==> src/crcfpr_pkg.sv <==
// Package for the CRC framed packet receiver.
// Holds the parse phase and result kind types, the result struct, frame constants
// and the byte-wide CRC-16/MODBUS update. No dependencies.
package crcfpr_pkg;

    localparam logic [7:0]  HEAD_FIRST      = 8'hFE;
    localparam logic [7:0]  HEAD_SECOND     = 8'hEF;
    localparam logic [15:0] CRC_INIT        = 16'hFFFF;
    localparam logic [15:0] CRC_POLY        = 16'hA001;
    localparam logic [16:0] IDLE_MAX        = 17'h1FFFF;
    localparam logic [15:0] TIMEOUT_RESET   = 16'd100;
    localparam int          APB_ADDR_W      = 3;
    localparam int          APB_DATA_W      = 32;
    localparam logic [APB_ADDR_W-3:0] REG_FRAME_TIMEOUT = '0;

    typedef enum logic [2:0] {
        PH_HEAD  = 3'd0,
        PH_CMD   = 3'd1,
        PH_SUB   = 3'd2,
        PH_LEN   = 3'd3,
        PH_DATA  = 3'd4,
        PH_CHECK = 3'd5
    } t_phase;

    typedef enum logic [1:0] {
        KIND_DATA = 2'd0,
        KIND_GOOD = 2'd1,
        KIND_BAD  = 2'd2
    } t_kind;

    typedef struct packed {
        t_kind      kind;
        logic [7:0] data_byte;
        logic [7:0] data_index;
        logic [7:0] command;
        logic [7:0] sub_command;
        logic [7:0] payload_length;
    } t_result;

    function automatic logic [15:0] crc_byte(input logic [15:0] crc, input logic [7:0] b);
        logic [15:0] c;
        c = crc ^ {8'h00, b};
        for (int i = 0; i < 8; i++) begin
            if (c[0]) begin
                c = (c >> 1) ^ CRC_POLY;
            end else begin
                c = c >> 1;
            end
        end
        return c;
    endfunction

endpackage

==> src/crcfpr_if.sv <==
// Valid/ready channel interfaces for the CRC framed packet receiver.
// Depends on crcfpr_pkg for the result kind type.
interface crcfpr_in_if;
    logic       valid;
    logic       ready;
    logic       mode;
    logic [7:0] rx_byte;

    modport source (output valid, output mode, output rx_byte, input ready);
    modport sink (input valid, input mode, input rx_byte, output ready);
endinterface

interface crcfpr_out_if;
    logic                valid;
    logic                ready;
    crcfpr_pkg::t_kind   kind;
    logic [7:0]          data_byte;
    logic [7:0]          data_index;
    logic [7:0]          command;
    logic [7:0]          sub_command;
    logic [7:0]          payload_length;

    modport source (output valid, output kind, output data_byte, output data_index,
                    output command, output sub_command, output payload_length,
                    input ready);
    modport sink (input valid, input kind, input data_byte, input data_index,
                  input command, input sub_command, input payload_length,
                  output ready);
endinterface

==> src/crc_framed_packet_receiver.sv <==
// Receiver for serial frames of head 0xFE 0xEF, cmd, subcmd, length, data and a CRC-16/MODBUS
// check. One byte or tick transfer is taken per clock while the input is not stalled; an
// accepted transfer is held in the input register, is parsed by the single-pass CRC and phase
// logic, and its result is registered in the output register (or the skid register) before it
// is offered. While the output is held off, the one-entry skid register takes one more result,
// after which the input stalls. The timeout is set through the APB register at offset 0.
module crc_framed_packet_receiver (
    input  logic                              i_clk,
    input  logic                              i_rst_n,
    crcfpr_in_if.sink                         i_in,
    crcfpr_out_if.source                      o_out,
    input  logic                              psel,
    input  logic                              penable,
    input  logic                              pwrite,
    input  logic [crcfpr_pkg::APB_ADDR_W-1:0] paddr,
    input  logic [crcfpr_pkg::APB_DATA_W-1:0] pwdata,
    output logic [crcfpr_pkg::APB_DATA_W-1:0] prdata,
    output logic                              pready
);
    logic                r_in_valid;
    logic                r_in_mode;
    logic [7:0]          r_in_byte;
    logic                fire;
    logic                room;
    logic                res_valid;
    logic [15:0]         frame_timeout;
    crcfpr_pkg::t_result res;
    crcfpr_pkg::t_result out_data;

    assign fire       = r_in_valid && room;
    assign i_in.ready = !r_in_valid || room;

    always_ff @(posedge i_clk) begin
        if (!i_rst_n) begin
            r_in_valid <= 1'b0;
        end else if (i_in.ready) begin
            r_in_valid <= i_in.valid;
        end
    end

    always_ff @(posedge i_clk) begin
        if (i_in.ready) begin
            r_in_mode <= i_in.mode;
            r_in_byte <= i_in.rx_byte;
        end
    end

    crcfpr_apb_regs u_regs (
        .i_clk           (i_clk),
        .i_rst_n         (i_rst_n),
        .psel            (psel),
        .penable         (penable),
        .pwrite          (pwrite),
        .paddr           (paddr),
        .pwdata          (pwdata),
        .prdata          (prdata),
        .pready          (pready),
        .o_frame_timeout (frame_timeout)
    );

    crcfpr_parser u_parser (
        .i_clk           (i_clk),
        .i_rst_n         (i_rst_n),
        .i_fire          (fire),
        .i_mode          (r_in_mode),
        .i_rx_byte       (r_in_byte),
        .i_frame_timeout (frame_timeout),
        .o_res_valid     (res_valid),
        .o_res           (res)
    );

    crcfpr_out_stage u_out (
        .i_clk   (i_clk),
        .i_rst_n (i_rst_n),
        .i_push  (res_valid),
        .i_data  (res),
        .o_room  (room),
        .o_valid (o_out.valid),
        .o_data  (out_data),
        .i_ready (o_out.ready)
    );

    assign o_out.kind           = out_data.kind;
    assign o_out.data_byte      = out_data.data_byte;
    assign o_out.data_index     = out_data.data_index;
    assign o_out.command        = out_data.command;
    assign o_out.sub_command    = out_data.sub_command;
    assign o_out.payload_length = out_data.payload_length;
endmodule

==> src/crcfpr_apb_regs.sv <==
// APB configuration register file holding the frame timeout.
// Depends on crcfpr_pkg for address and data widths and the reset value.
module crcfpr_apb_regs (
    input  logic                              i_clk,
    input  logic                              i_rst_n,
    input  logic                              psel,
    input  logic                              penable,
    input  logic                              pwrite,
    input  logic [crcfpr_pkg::APB_ADDR_W-1:0] paddr,
    input  logic [crcfpr_pkg::APB_DATA_W-1:0] pwdata,
    output logic [crcfpr_pkg::APB_DATA_W-1:0] prdata,
    output logic                              pready,
    output logic [15:0]                       o_frame_timeout
);
    logic        hit;
    logic [15:0] r_frame_timeout;

    assign hit = paddr[crcfpr_pkg::APB_ADDR_W-1:2] == crcfpr_pkg::REG_FRAME_TIMEOUT;

    always_ff @(posedge i_clk) begin
        if (!i_rst_n) begin
            r_frame_timeout <= crcfpr_pkg::TIMEOUT_RESET;
        end else if (psel && penable && pwrite && hit) begin
            r_frame_timeout <= pwdata[15:0];
        end
    end

    assign pready          = 1'b1;
    assign prdata          = hit ? {16'h0000, r_frame_timeout} : '0;
    assign o_frame_timeout = r_frame_timeout;
endmodule

==> src/crcfpr_parser.sv <==
// Frame parser: head hunt, header capture, running CRC, data and end-of-frame results.
// Depends on crcfpr_pkg for the phase type, constants and the CRC update.
module crcfpr_parser (
    input  logic                i_clk,
    input  logic                i_rst_n,
    input  logic                i_fire,
    input  logic                i_mode,
    input  logic [7:0]          i_rx_byte,
    input  logic [15:0]         i_frame_timeout,
    output logic                o_res_valid,
    output crcfpr_pkg::t_result o_res
);
    crcfpr_pkg::t_phase r_phase, n_phase, cur_phase;
    logic [1:0]  r_head_matched, n_head_matched, cur_matched;
    logic [7:0]  r_cmd, n_cmd;
    logic [7:0]  r_sub, n_sub;
    logic [7:0]  r_len, n_len;
    logic [7:0]  r_count, n_count;
    logic [15:0] r_crc, n_crc;
    logic [7:0]  r_check_high, n_check_high;
    logic        r_check_count, n_check_count;
    logic [16:0] r_idle, n_idle;
    logic [15:0] crc_upd;
    logic [7:0]  count_inc;
    logic [7:0]  head_expect;

    assign crc_upd   = crcfpr_pkg::crc_byte(r_crc, i_rx_byte);
    assign count_inc = r_count + 8'd1;

    always_comb begin
        n_phase        = r_phase;
        n_head_matched = r_head_matched;
        n_cmd          = r_cmd;
        n_sub          = r_sub;
        n_len          = r_len;
        n_count        = r_count;
        n_crc          = r_crc;
        n_check_high   = r_check_high;
        n_check_count  = r_check_count;
        n_idle         = r_idle;
        o_res_valid    = 1'b0;
        o_res          = '{kind: crcfpr_pkg::KIND_DATA, data_byte: i_rx_byte,
                           data_index: r_count, command: r_cmd, sub_command: r_sub,
                           payload_length: r_len};
        cur_phase      = r_phase;
        cur_matched    = r_head_matched;
        head_expect    = crcfpr_pkg::HEAD_FIRST;
        if (i_fire) begin
            if (i_mode) begin
                if (r_idle < crcfpr_pkg::IDLE_MAX) begin
                    n_idle = r_idle + 17'd1;
                end
            end else begin
                if (r_idle > {1'b0, i_frame_timeout}) begin
                    cur_phase   = crcfpr_pkg::PH_HEAD;
                    cur_matched = 2'd0;
                    n_phase        = crcfpr_pkg::PH_HEAD;
                    n_head_matched = 2'd0;
                end
                n_idle = '0;
                unique case (cur_phase)
                    crcfpr_pkg::PH_HEAD: begin
                        head_expect = (cur_matched == 2'd0) ? crcfpr_pkg::HEAD_FIRST
                                                            : crcfpr_pkg::HEAD_SECOND;
                        if (cur_matched < 2'd2 && i_rx_byte == head_expect) begin
                            n_head_matched = cur_matched + 2'd1;
                            if (cur_matched == 2'd1) begin
                                n_phase = crcfpr_pkg::PH_CMD;
                                n_crc   = crcfpr_pkg::CRC_INIT;
                            end
                        end else begin
                            n_head_matched = 2'd0;
                        end
                    end
                    crcfpr_pkg::PH_CMD: begin
                        n_cmd   = i_rx_byte;
                        n_crc   = crc_upd;
                        n_phase = crcfpr_pkg::PH_SUB;
                    end
                    crcfpr_pkg::PH_SUB: begin
                        n_sub   = i_rx_byte;
                        n_crc   = crc_upd;
                        n_phase = crcfpr_pkg::PH_LEN;
                    end
                    crcfpr_pkg::PH_LEN: begin
                        n_len = i_rx_byte;
                        n_crc = crc_upd;
                        if (i_rx_byte == 8'd0) begin
                            n_phase       = crcfpr_pkg::PH_CHECK;
                            n_check_count = 1'b0;
                        end else begin
                            n_phase = crcfpr_pkg::PH_DATA;
                            n_count = 8'd0;
                        end
                    end
                    crcfpr_pkg::PH_DATA: begin
                        n_crc   = crc_upd;
                        n_count = count_inc;
                        if (count_inc >= r_len || count_inc == 8'd0) begin
                            n_phase       = crcfpr_pkg::PH_CHECK;
                            n_check_count = 1'b0;
                        end
                        o_res_valid = 1'b1;
                    end
                    crcfpr_pkg::PH_CHECK: begin
                        if (!r_check_count) begin
                            n_check_high  = i_rx_byte;
                            n_check_count = 1'b1;
                        end else begin
                            n_check_count    = 1'b0;
                            o_res_valid      = 1'b1;
                            o_res.kind       = ({r_check_high, i_rx_byte} == r_crc)
                                               ? crcfpr_pkg::KIND_GOOD
                                               : crcfpr_pkg::KIND_BAD;
                            o_res.data_byte  = 8'd0;
                            o_res.data_index = 8'd0;
                            n_phase          = crcfpr_pkg::PH_HEAD;
                            n_head_matched   = 2'd0;
                        end
                    end
                    default: begin
                        n_phase        = crcfpr_pkg::PH_HEAD;
                        n_head_matched = 2'd0;
                    end
                endcase
            end
        end
    end

    always_ff @(posedge i_clk) begin
        if (!i_rst_n) begin
            r_phase        <= crcfpr_pkg::PH_HEAD;
            r_head_matched <= '0;
            r_cmd          <= '0;
            r_sub          <= '0;
            r_len          <= '0;
            r_count        <= '0;
            r_crc          <= crcfpr_pkg::CRC_INIT;
            r_check_high   <= '0;
            r_check_count  <= 1'b0;
            r_idle         <= '0;
        end else begin
            r_phase        <= n_phase;
            r_head_matched <= n_head_matched;
            r_cmd          <= n_cmd;
            r_sub          <= n_sub;
            r_len          <= n_len;
            r_count        <= n_count;
            r_crc          <= n_crc;
            r_check_high   <= n_check_high;
            r_check_count  <= n_check_count;
            r_idle         <= n_idle;
        end
    end

`ifndef ASSERT_OFF
    a_res_needs_byte: assert property (@(posedge i_clk) disable iff (!i_rst_n)
        o_res_valid |-> (i_fire && !i_mode))
        else $error("result raised without an accepted byte");
    a_head_count: assert property (@(posedge i_clk) disable iff (!i_rst_n)
        (r_phase == crcfpr_pkg::PH_HEAD) |-> (r_head_matched != 2'd3))
        else $error("head match count out of range");
    a_idle_cleared: assert property (@(posedge i_clk) disable iff (!i_rst_n)
        (i_fire && !i_mode) |=> (r_idle == 17'd0))
        else $error("idle counter not cleared by a byte");
`endif
endmodule

==> src/crcfpr_out_stage.sv <==
// Result register with a skid entry, decoupling the parser from output backpressure.
// Depends on crcfpr_pkg for the result struct.
module crcfpr_out_stage (
    input  logic                i_clk,
    input  logic                i_rst_n,
    input  logic                i_push,
    input  crcfpr_pkg::t_result i_data,
    output logic                o_room,
    output logic                o_valid,
    output crcfpr_pkg::t_result o_data,
    input  logic                i_ready
);
    logic                r_main_valid;
    logic                r_skid_valid;
    crcfpr_pkg::t_result r_main;
    crcfpr_pkg::t_result r_skid;

    always_ff @(posedge i_clk) begin
        if (!i_rst_n) begin
            r_main_valid <= 1'b0;
            r_skid_valid <= 1'b0;
        end else if (!r_main_valid || i_ready) begin
            if (r_skid_valid) begin
                r_main_valid <= 1'b1;
                r_skid_valid <= 1'b0;
            end else begin
                r_main_valid <= i_push;
            end
        end else if (i_push) begin
            r_skid_valid <= 1'b1;
        end
    end

    always_ff @(posedge i_clk) begin
        if (!r_main_valid || i_ready) begin
            r_main <= r_skid_valid ? r_skid : i_data;
        end else if (i_push) begin
            r_skid <= i_data;
        end
    end

    assign o_room  = !r_skid_valid;
    assign o_valid = r_main_valid;
    assign o_data  = r_main;

`ifndef ASSERT_OFF
    a_skid_behind_main: assert property (@(posedge i_clk) disable iff (!i_rst_n)
        r_skid_valid |-> r_main_valid)
        else $error("skid entry holds a result while the output register is empty");
    a_no_push_when_full: assert property (@(posedge i_clk) disable iff (!i_rst_n)
        i_push |-> !r_skid_valid)
        else $error("result pushed with no room");
    a_stall_fills_skid: assert property (@(posedge i_clk) disable iff (!i_rst_n)
        (i_push && r_main_valid && !i_ready) |=> r_skid_valid)
        else $error("stalled result not captured in skid entry");
`endif
endmodule
==> src/flat_wrapper.sv <==
// flat-port wrapper written by rule: the top's interface ports become plain ports
module crc_framed_packet_receiver_flat 
  (i_clk, i_rst_n, psel, penable, pwrite, paddr, pwdata, prdata, pready, i_in_valid, i_in_mode, i_in_rx_byte, i_in_ready, o_out_valid, o_out_kind, o_out_data_byte, o_out_data_index, o_out_command, o_out_sub_command, o_out_payload_length, o_out_ready);
  crcfpr_in_if i_in_i ();
  crcfpr_out_if o_out_i ();
  input  logic i_clk;
  input  logic i_rst_n;
  input  logic psel;
  input  logic penable;
  input  logic pwrite;
  input  logic [crcfpr_pkg::APB_ADDR_W-1:0] paddr;
  input  logic [crcfpr_pkg::APB_DATA_W-1:0] pwdata;
  output logic [crcfpr_pkg::APB_DATA_W-1:0] prdata;
  output logic pready;
  input wire logic [$bits(i_in_i.valid)-1:0] i_in_valid;
  input wire logic [$bits(i_in_i.mode)-1:0] i_in_mode;
  input wire logic [$bits(i_in_i.rx_byte)-1:0] i_in_rx_byte;
  output wire logic [$bits(i_in_i.ready)-1:0] i_in_ready;
  output wire logic [$bits(o_out_i.valid)-1:0] o_out_valid;
  output wire logic [$bits(o_out_i.kind)-1:0] o_out_kind;
  output wire logic [$bits(o_out_i.data_byte)-1:0] o_out_data_byte;
  output wire logic [$bits(o_out_i.data_index)-1:0] o_out_data_index;
  output wire logic [$bits(o_out_i.command)-1:0] o_out_command;
  output wire logic [$bits(o_out_i.sub_command)-1:0] o_out_sub_command;
  output wire logic [$bits(o_out_i.payload_length)-1:0] o_out_payload_length;
  input wire logic [$bits(o_out_i.ready)-1:0] o_out_ready;
  assign i_in_i.valid = i_in_valid;
  assign i_in_i.mode = i_in_mode;
  assign i_in_i.rx_byte = i_in_rx_byte;
  assign i_in_ready = i_in_i.ready;
  assign o_out_valid = o_out_i.valid;
  assign o_out_kind = o_out_i.kind;
  assign o_out_data_byte = o_out_i.data_byte;
  assign o_out_data_index = o_out_i.data_index;
  assign o_out_command = o_out_i.command;
  assign o_out_sub_command = o_out_i.sub_command;
  assign o_out_payload_length = o_out_i.payload_length;
  assign o_out_i.ready = o_out_ready;
  crc_framed_packet_receiver u_core (.i_clk(i_clk), .i_rst_n(i_rst_n), .i_in(i_in_i), .o_out(o_out_i), .psel(psel), .penable(penable), .pwrite(pwrite), .paddr(paddr), .pwdata(pwdata), .prdata(prdata), .pready(pready));
endmodule
==> config.mk <==
export PLATFORM = sky130hd
export DESIGN_NAME = crc_framed_packet_receiver_flat
export DESIGN_NICKNAME = d
export VERILOG_FILES = /design/src/crcfpr_pkg.sv /design/src/crcfpr_if.sv /design/src/crc_framed_packet_receiver.sv /design/src/crcfpr_apb_regs.sv /design/src/crcfpr_parser.sv /design/src/crcfpr_out_stage.sv /design/src/flat_wrapper.sv
export SDC_FILE = /design/constraint.sdc
export NUM_CORES = 1
export LEC_CHECK = 0
export BUFFER_PORTS_ARGS = -buffer_cell sky130_fd_sc_hd__buf_2
export CORE_MARGIN = 4
export CORE_UTILIZATION = 57
export DETAILED_ROUTE_END_ITERATION = 7
export GPL_ROUTABILITY_DRIVEN = 0
export PLACE_DENSITY = 0.82
export SETUP_SLACK_MARGIN = 0.4
export SYNTH_ARGS = -nofsm -noshare
export SYNTH_HDL_FRONTEND = slang
export SYNTH_SLANG_ARGS = --single-unit
export TNS_END_PERCENT = 50
==> constraint.sdc <==
create_clock -name i_clk -period 6.2 [get_ports i_clk]
set_input_delay 1.24 -clock i_clk [delete_from_list [all_inputs] [get_ports i_clk]]
set_output_delay 1.24 -clock i_clk [all_outputs]
set_load 0.02 [all_outputs]
==> results.sh <==
export IMPL_initial_core_util_pct=59.0
export IMPL_drive_above_1_share_pct=19.2
export IMPL_p_total_mw=2.51
export IMPL_postCtsSetupBuffers=0
export IMPL_critPathMaxFanout=16
export IMPL_die_area_um2=17300
export IMPL_dr_pass1_iters=6
export IMPL_critPathArrivalTime_ns=4.64
export IMPL_drtIter0Drc=503
export IMPL_finalHoldViolCount=0
export IMPL_synthCells=817
export IMPL_portBuffers=92
export IMPL_wirelength_um=17500
export IMPL_yosysSeqAreaShare_pct=54.8
export IMPL_critPathLaunchType="flop"
export IMPL_yosys_most_used_dff="dfxtp_1"
export IMPL_finalSetupViolCount=0
export IMPL_tritoncts="built"
export IMPL_synthesis_area_um2=8680
export IMPL_ys_types=58
export IMPL_wl_per_cell_um=16.0
export IMPL_grt_max_degree=55
export IMPL_groute_usage_overall_pct=20.4
export IMPL_clk_path_buf_depth=2
export IMPL_max_cap_violations=0
export IMPL_ios=128
export IMPL_syn_to_final_growth_pct=12.8
export IMPL_drc=0
export IMPL_worst_skew_pair_late_latency_ns=0.44
export IMPL_crit_path_end_kind="flop"
export IMPL_mostFrequentLayoutCells="dfxtp_1 (97), nor2_1 (96), edfxtp_1 (93), buf_2 (92), nand2_1 (74)"
export IMPL_fin_tns_setup_ns=0
export IMPL_die_h_um=131
export IMPL_fin_crit_sh_pct=70.4
export IMPL_cp_required_ns=6.47
export IMPL_first_global_vias=5824
export IMPL_status="finished clean"
export IMPL_htree_levels=4
export IMPL_vias_per_cell=5.57
export IMPL_cts_hold_buffers=0
export IMPL_fin_cells=1090
export IMPL_rows=44
export IMPL_post_route_util_pct=66.6
export IMPL_nets=975
export IMPL_period_needed_ns=4.36
export IMPL_slew_viol_final=0
export IMPL_fin_skew_ns=0.0105
export IMPL_cts_resized=0
export IMPL_clk_pin_slew_ns=0.07
export IMPL_grt_pass1_wl_um=28800
export IMPL_cts_root_buffer="clkbuf_16"
export IMPL_yosys_warnings=0
export IMPL_ir_drop_v=0.000219
export IMPL_setup_slack_ns=1.84
export IMPL_via_count=6069
export IMPL_worst_pin_slew_ns=1.13
export IMPL_ys_ff_latch=191
export IMPL_grt_overflow=0
export IMPL_maxSlewHeadroom_pct=24.1
export IMPL_powerDensity_nw_per_um2=256
export IMPL_synth_edf_count=93
export IMPL_die_width_um=131
export IMPL_dp_final_hpwl_um=11600
export IMPL_antenna_found_initial=0
export IMPL_coreArea_um2=14700
export IMPL_async_flop_share_pct=0
export IMPL_avgSynthCellArea_um2=10.6
export IMPL_fill_cells=1071
export IMPL_dp_slack_ns=1.87
export IMPL_worst_setup_path_type="flop to flop"
export IMPL_max_freq_mhz=229
export IMPL_grt_setup_unrepaired="false"
export IMPL_drtAntennaViolNets=0
export IMPL_p_leak_nw=4.05
export IMPL_antenna_cells=0
export IMPL_dp_cells=1057
export IMPL_cts_sinks=191
export IMPL_layout_commonest_cell="dfxtp_1"
export IMPL_hold_class="flop to flop"
export IMPL_numCtsBuffers=17
[sequential cells by signal, summed over array words and instances, names as in the netlist]
name                            flops
u_core.u_out.o_data                42
u_core.u_out.r_skid                42
u_core.u_parser.r_idle             17
u_core.u_parser.r_crc              16
u_core.u_regs.o_frame_timeout      16
u_core.r_in_byte                    8
u_core.u_parser.r_check_high        8
u_core.u_parser.r_cmd               8
u_core.u_parser.r_count             8
u_core.u_parser.r_len               8
u_core.u_parser.r_sub               8
u_core.u_parser.r_phase             3
u_core.u_parser.r_head_matched      2
u_core.r_in_mode                    1
u_core.r_in_valid                   1
u_core.u_out.o_valid                1
u_core.u_out.r_skid_valid           1
u_core.u_parser.r_check_count       1
[layer usage]
metal	GRT usage [%]	wire length, um	up-vias
met2	33.8	8180	187
met3	5.16	1030	39
li1	-	-	2959
met5	0	0	-
met1	26.0	7870	2884
met4	7.64	397	0
[critical path, cell delays in order, from the launching register on]
cell	delay, ns
dfxtp_1	0.36
inv_1	0.08
ha_1	0.34
nand4b_4	0.12
a2111oi_0	0.93
o31ai_1	0.15
buf_4	0.22
nand2_1	0.12
ha_1	0.16
or3b_2	0.11
a211oi_1	0.12
nand2_1	0.12
o22ai_1	0.08
o21a_1	0.18
o31ai_2	0.92
a21oi_1	0.18
[synth_stat cells (3+ instances only)]
library cell   n  area share (%)
and2_1        18             1.3
and3_1         4            0.29
nor4_1         9            0.65
inv_1         50             2.2
xnor2_1       31             3.1
clkbuf_1      31             1.3
nor2b_1        3            0.22
a21oi_1       46             2.7
nor3_1         8            0.46
nand4_1       13            0.94
or3_1          4            0.29
a31oi_1        6            0.43
xor2_1        14             1.4
o31ai_1        3            0.26
nand2b_1       6            0.43
ha_1          31             4.5
buf_4         17             1.5
o21ai_0       19             1.1
edfxtp_1      93              32
a21o_1         8            0.69
o2111ai_1      3            0.30
mux2_2        33             4.3
nand2_1       74             3.2
a211oi_1       3            0.26
buf_2          6            0.35
nor2_1        97             4.2
dfxtp_1       98              23
nand3_1       14            0.81
mux2i_1       34             3.9
o211ai_1       3            0.26
[where the power goes]
| part | leakage [nW] | switching, mW | internal (mW) |
|---|---|---|---|
| combinational | 1.97 | 0.0644 | 0.0368 |
| sequential | 1.80 | 0.0149 | 1.32 |
| clock | 0.288 | 0.530 | 0.541 |
[worst paths after layout]
| kind | from | to | slack (ns) | cells after the start |
|---|---|---|---|---|
| max reg2reg | u_core.u_regs.o_frame_timeout[14]$_SDFFE_PN0P_ | u_core.u_parser.r_crc[13]$_SDFFE_PN1P_ | 1.84 | 15 |
| min | u_core.u_regs.o_frame_timeout[11]$_SDFFE_PN0P_ | u_core.u_regs.o_frame_timeout[11]$_SDFFE_PN0P_ | 0.46 | 2 |
| min reg2reg | u_core.u_regs.o_frame_timeout[11]$_SDFFE_PN0P_ | u_core.u_regs.o_frame_timeout[11]$_SDFFE_PN0P_ | 0.46 | 2 |
| max | u_core.u_regs.o_frame_timeout[14]$_SDFFE_PN0P_ | u_core.u_parser.r_crc[13]$_SDFFE_PN1P_ | 1.84 | 15 |
[through the flow]
| stage | hold slack, ns | instance area (um^2) |
|---|---|---|
| floorplan | 0.426 | 8730 |
| global placement | 0.438 | 9190 |
| detailed placement | 0.443 | 9190 |
| CTS | 0.456 | 9780 |
| global route | 0.470 | 9790 |
| finish | 0.456 | 9790 |
[kinds of logic after synthesis]
group | synth area share (%)
other | 0.0865
and+or+nand+nor | 14.4
muxes | 8.20
AOI/OAI and AO/OA | 7.96
adders and majority gates | 4.47
DFF | 54.8
buffers and inverters | 5.58
xor gates and xnor gates | 4.54
[cell type report]
cell class              count  area, um^2  share of cell area (%)
inverters                  51         191                    1.96
repair buffers             99         513                    5.24
well taps                 184         230                    2.35
flip-flops and latches    191        4760                    48.6
multi-input cells         533        3500                    35.8
clock buffers              17         425                    4.35
clock inverters            15         166                    1.70
Note: power is estimated with default switching activity, not from simulation.
